### src/rtl/lm3_ram.sv
`timescale 1ns / 1ps
// ----------------------------------------------------------------------------
// lm3_ram
// Simple dual-port RAM, one write and one registered read port.
// ----------------------------------------------------------------------------
module lm3_ram #(
  parameter int WIDTH = 32,
  parameter int DEPTH = 128
) (
  input  logic                     clk,
  input  logic                     wr_en,
  input  logic [$clog2(DEPTH)-1:0] wr_addr,
  input  logic [WIDTH-1:0]         wr_data,
  input  logic [$clog2(DEPTH)-1:0] rd_addr,
  output logic [WIDTH-1:0]         rd_data
);

  logic [WIDTH-1:0] mem_r [DEPTH];
  logic [WIDTH-1:0] rd_data_r;

  always_ff @(posedge clk) begin
    if (wr_en) begin
      mem_r[wr_addr] <= wr_data;
    end
    rd_data_r <= mem_r[rd_addr];
  end

  assign rd_data = rd_data_r;

endmodule

### config.mk
export PLATFORM = sky130hd
export DESIGN_NAME = lm3_ram
export DESIGN_NICKNAME = d
export VERILOG_FILES = /design/src/rtl/lm3_ram.sv
export SDC_FILE = /design/constraint.sdc
export NUM_CORES = 2
export LEC_CHECK = 0
export ABC_AREA = 1
export BUFFER_PORTS_ARGS = -buffer_cell sky130_fd_sc_hd__buf_2
export CORE_MARGIN = 2
export CORE_UTILIZATION = 45
export DETAILED_ROUTE_END_ITERATION = 16
export PLACE_DENSITY = 0.6
export SYNTH_ARGS = -nofsm -noshare
export SYNTH_HDL_FRONTEND = slang
export SYNTH_SLANG_ARGS = --single-unit
export TNS_END_PERCENT = 5
### constraint.sdc
create_clock -name clk -period 4.09 [get_ports clk]
set_input_delay 0.6135 -clock clk [delete_from_list [all_inputs] [get_ports clk]]
set_output_delay 0.6135 -clock clk [all_outputs]
set_load 0.1 [all_outputs]
Yosys cells after proc, flatten, opt, wreduce, memory -nomap -nowiden. Memories as Yosys holds them, arrays and structs flattened. A register that Yosys moved wholly into a read port is not among the register bits. Cells that the tools add are included.

Multiplexer cells: 2.

Operators by type and width (number): $mux 1 (2).

Memories: 1. RAM bits: 4096. Output and inout bits: 32. Register bits after elaboration: 0. Input bits: 48.

Memories: mem_r (depth 128, width 32, read ports 1, clocked after memory_dff 1, wr ports 1, line 18) `logic [WIDTH-1:0] mem_r [DEPTH];`.

Logic depth before layout (Yosys ltp).
Word-level depth: 2. Mapped depth: 13. Mapped depth without buffers: 9.

Least setup slack after synthesis. OpenSTA, ideal clock, no wires.

Path type: input-to-reg. From: input port wr_en. To: memory mem_r[105][0] (enable). Setup time: 0.421 ns. Data arrival time: 2.590 ns. Stages on the path: 4. Slack: 1.079 ns. Required time: 3.669 ns. Path through: clkbuf_1 > nand2_1 > clkbuf_1 > nor2_1.

Longest elaborated chain between the ends: 2.

RTL lines: from (decl) (line 11) `input logic wr_en,`; $mux 1 (line 22) `if (wr_en) begin`; $mux 1 (not written as such) (line 23) `mem_r[wr_addr] <= wr_data;`; to (decl) (line 18).

No other way between the ends.

Final worst setup path.
From: register rd_data_r[20] (netlist: rd_data[20]) (read register of mem_r). To: output port rd_data[20].

RTL lines: from (decl) (line 19) `logic [WIDTH-1:0] rd_data_r;`; to (decl) (line 15) `output logic [WIDTH-1:0] rd_data`.

No word-level cell between the ends.

==> summary.md <==
| Metric | Value |
|---|---|
| Outcome | `completed` |
| Family of cells with the greatest summed delay on the critical path | `flip-flops` |
| GRT Residual Overflow | `0` |
| Worst setup path category | `reg -> out` |
| PortBufs | `79` |
| Tightest hold margin | `0.0868 ns` |
| Wire length of the first global-routing pass | `~740,000 um` |
| Worst-case reg-to-reg path depth | `8` |
| Kind of path behind the tightest hold check | `in -> reg` |
| Weighted congestion at the end of routability-driven global placement | `0.904` |
| Ordered list of cells on the worst path | `buf_2` |
| Post-synthesis share of cell area spent on xor and xnor gates | `0%` |
| Area fraction in compound gates after synthesis | `0%` |
| Clock latency of the later-clocked register in the worst-skew pair | `a little under 1 ns` |
| Number of library cell types mapped by synthesis | `15` |
| Portion of total power attributed to sequential cells | `51.9%` |
| Critical Path Slowest Stage Cell | `sky130_fd_sc_hd__dfxtp_1` |
| Maximum level of the CTS H-tree | `5` |
| Pin count of the biggest net entering global routing | `152` |
| Die ar. | `371,000 um^2` |
| I/O pin cnt | `80` |
| Critical Path End Type | `output pin` |
| Average detailed-routed wire length per instance | `about 28 um` |
| Aggregate negative setup slack | `0 ns` |
| Share of total power in combinational logic | `6.9%` |
| Number of nets in the layout | `around 14,000` |
| Antenna violations before repair | `50` |
| Netlist area before placement | `165,000 um^2` |
| Number of rows created at floorplan | `222` |
| Clock power frac | `around 41%` |
| Number of max-slew violations in the final report | `0` |
| Post-layout utilization of the core | `51.3%` |
| Total design power | `90.3 mW` |
| Placed Instance Area | `174,000 um^2` |
| Worst min-delay path startpoint | `wr_data[31]` |
| Total of max-cap violations | `0` |
| Maximum net fanout on the critical path | `12` |
| Syn-to-layout area delta | `13.8%` |
| Clock Root Buffer | `sky130_fd_sc_hd__clkbuf_16` |
| Core Region | `365,000 um^2` |
| Endpoint with the worst hold slack | `mem_r[98][31]` |
| Synth Area in Adders | `0%` |
| Register-to-register setup slack | `1.84 ns` |
| Drt pass-1 iters | `8` |
| Category of the worst setup path launch point | `flip-flop` |
| Count of yosys warnings during synthesis | `0` |
| Switching Fraction | `23.5%` |
| DRC violation count after routing | `0` |
| Largest buffer count on any clock path | `4` |
| Worst hold stages | `1` |
| Die Span Y | `609 um` |
| Ratio of cells with drive above 1 in the final layout | `9.90%` |
| Highest achievable clock rate | `0.302 GHz` |
| Summed area of non-filler cells in the final layout | `187,000 um^2` |
| Transition time of the tightest slew-check pin | `1.26 ns` |
| Data arrival, critical path | `~2.7 ns` |
| Die Wd | `609 um` |
| Switching power total | `between 20 and 25 mW` |
| Tcrit/Tclk final | `81.0%` |
| Cell Pwr Density | `482 nW/um^2` |
| Final wirelength | `518,000 um` |
| CTS tree | `done` |
| Num Clock Sinks | `4,128` |
| Post-Syn Area per Cell | `roughly 12 um^2` |
| Proportion of synthesized chip area in sequential cells | `about three quarters` |
| Net count after synthesis | `about 13,000` |
| Largest vdd supply drop | `0.424 mV` |
| Simple-gate area share of the yosys netlist | `22.1%` |
| Post-detail-place hpwl | `roughly 300,000 um` |
| Relative slew margins | `16.2%` |
| Endpoint of the lowest-slack register-to-register path | `rd_data[20]` |
| Number of global-route vias before repair | `102,000` |
| Clock slew seen by the registers of the worst setup and hold paths | `around 0.06 ns` |
| Cell count after synthesis | `~13,000` |
| Final number of hold-violating endpoints | `0` |
| Yosys reg bits | `approximately 4,100` |
| Dominant combinational cell family by area after synthesis | `simple AND/OR/NAND/NOR gates` |
| Total GRT Usage | `roughly 27%` |
| Reg-to-reg critical path startpoint | `mem_r[7][20]` |
| Initial core utilization | `45.1%` |
| Largest stage delay, worst path | `1.06 ns` |
| Leakage power summed over all cells | `65.1 nW` |
| Internal power component | `around 70 mW` |
| Share of synthesized area spent on multiplexers | `0%` |
| Clock buffers created by TritonCTS | `424` |
| Fin crit period | `3.31 ns` |
| DRC violation total after the first TritonRoute iteration | `between 15,000 and 20,000` |
| Count of buffer and inverter cells on the critical path | `1` |
| Antenna Violating Nets Remaining | `0` |
| Required time worst endpoint | `3.48 ns` |
| Routed via count | `110,000` |
| Setup repair after global routing missed its margin | `false` |
| Final number of setup-violating endpoints | `0` |
| Via density | `5.84` |
| Worst clock skew | `around 0.083 ns` |
==> routing by layer <==
| metal | vias to the layer above | share of wire (%) | track usage [%] |
|---|---|---|---|
| met1 | 54500 | 39 | 38.2 |
| met4 | 8 | 5.0 | 12.5 |
| li1 | 48400 | - | - |
| met5 | - | 0.011 | 0 |
| met2 | 5923 | 46 | 42.5 |
| met3 | 932 | 9.8 | 4.31 |
==> through the flow <==
step                setup WS [ns]  instances
floorplan                    1.08      13400
global placement            0.274      18000
detailed placement          0.271      18000
CTS                         0.785      18700
global route                0.842      18800
finish                      0.777      18800
==> power by group through the flow <==
stage	clock (mW)	combinational, mW	sequential (mW)
floorplan	0	2.81	48.0
global placement	0	6.15	47.8
detailed placement	0	6.18	47.8
CTS	37.4	6.20	46.9
global route	39.0	6.62	46.9
finish	37.1	6.26	46.9
==> cells in the mapped netlist, drive strengths merged <==
library cell / instances / area [um^2]
edfxtp: 4096 / 123000
inv: 24 / 95.1
nand2: 4151 / 15600
dfxtp: 32 / 641
nand3: 4035 / 20200
clkbuf: 109 / 409
nor3: 8 / 40.0
buf: 800 / 4170
nor2: 134 / 503
==> cells by family after synthesis <==
group / Yosys count
AND/OR/NAND/NOR: 8328
flip-flops: 4128
buffers and inverters: 933
==> cell usage in the layout (no fill, tap or decap) <==
master,n
sky130_fd_sc_hd__clkinv_4,2
sky130_fd_sc_hd__clkinv_16,2
sky130_fd_sc_hd__clkbuf_16,428
sky130_fd_sc_hd__clkbuf_1,98
sky130_fd_sc_hd__inv_1,17
sky130_fd_sc_hd__clkinv_8,8
sky130_fd_sc_hd__nand2_2,8
sky130_fd_sc_hd__clkinvlp_4,6
sky130_fd_sc_hd__buf_6,8
sky130_fd_sc_hd__nand2_1,4143
sky130_fd_sc_hd__inv_16,7
sky130_fd_sc_hd__nand3_1,4035
sky130_fd_sc_hd__clkinv_1,105
sky130_fd_sc_hd__nor2_4,128
sky130_fd_sc_hd__dfxtp_1,32
sky130_fd_sc_hd__buf_8,3
sky130_fd_sc_hd__buf_2,42
sky130_fd_sc_hd__clkbuf_8,9
sky130_fd_sc_hd__inv_2,2
sky130_fd_sc_hd__buf_4,452
sky130_fd_sc_hd__inv_6,7
sky130_fd_sc_hd__diode_2,50
sky130_fd_sc_hd__nor3_1,8
sky130_fd_sc_hd__edfxtp_1,4096
sky130_fd_sc_hd__bufinv_16,25
sky130_fd_sc_hd__dlygate4sd3_1,1
sky130_fd_sc_hd__clkinv_2,79
sky130_fd_sc_hd__inv_8,2
sky130_fd_sc_hd__nor2_1,6
sky130_fd_sc_hd__buf_12,160
==> how the worst max path moves through the flow <==
stage / startpoint / end / slack [ns] / cells after the start
6_report: rd_data[20] / rd_data[20] / 0.78 / 1
5_1_grt: rd_data[20] / rd_data[20] / 0.84 / 1
4_1_cts: rd_data[20] / rd_data[20] / 0.79 / 1
3_5_place_dp: rd_addr[0] / rd_data[12] / 0.27 / 13
3_3_place_gp: rd_addr[0] / rd_data[20] / 0.27 / 12
2_1_floorplan: wr_en / mem_r[105][0] / 1.08 / 4
==> repair_timing <==
| action | in CTS | in global routing |
|---|---|---|
| setup buffers | 0 | 0 |
| hold buffers | 1 | 0 |
| setup endpoints to repair | 0 | 0 |
| endpoints found under the hold margin | 13 | 0 |
| gates resized for setup | 0 | 0 |
==> final cells by class <==
cell class | count | area [um^2]
antenna | 50 | 125
clock buffer | 535 | 11200
clock inverter | 238 | 1950
fill | 30800 | 178000
inverter | 24 | 143
multi-input combinational | 8328 | 37300
sequential | 4128 | 124000
tap | 4816 | 6030
timing repair buffer | 666 | 6950
==> sequential cells by signal, indices dropped and copies added, names as in the netlist <==
register / flops
mem_r: 4096
rd_data: 32
Power figures use the tool's default switching activity.
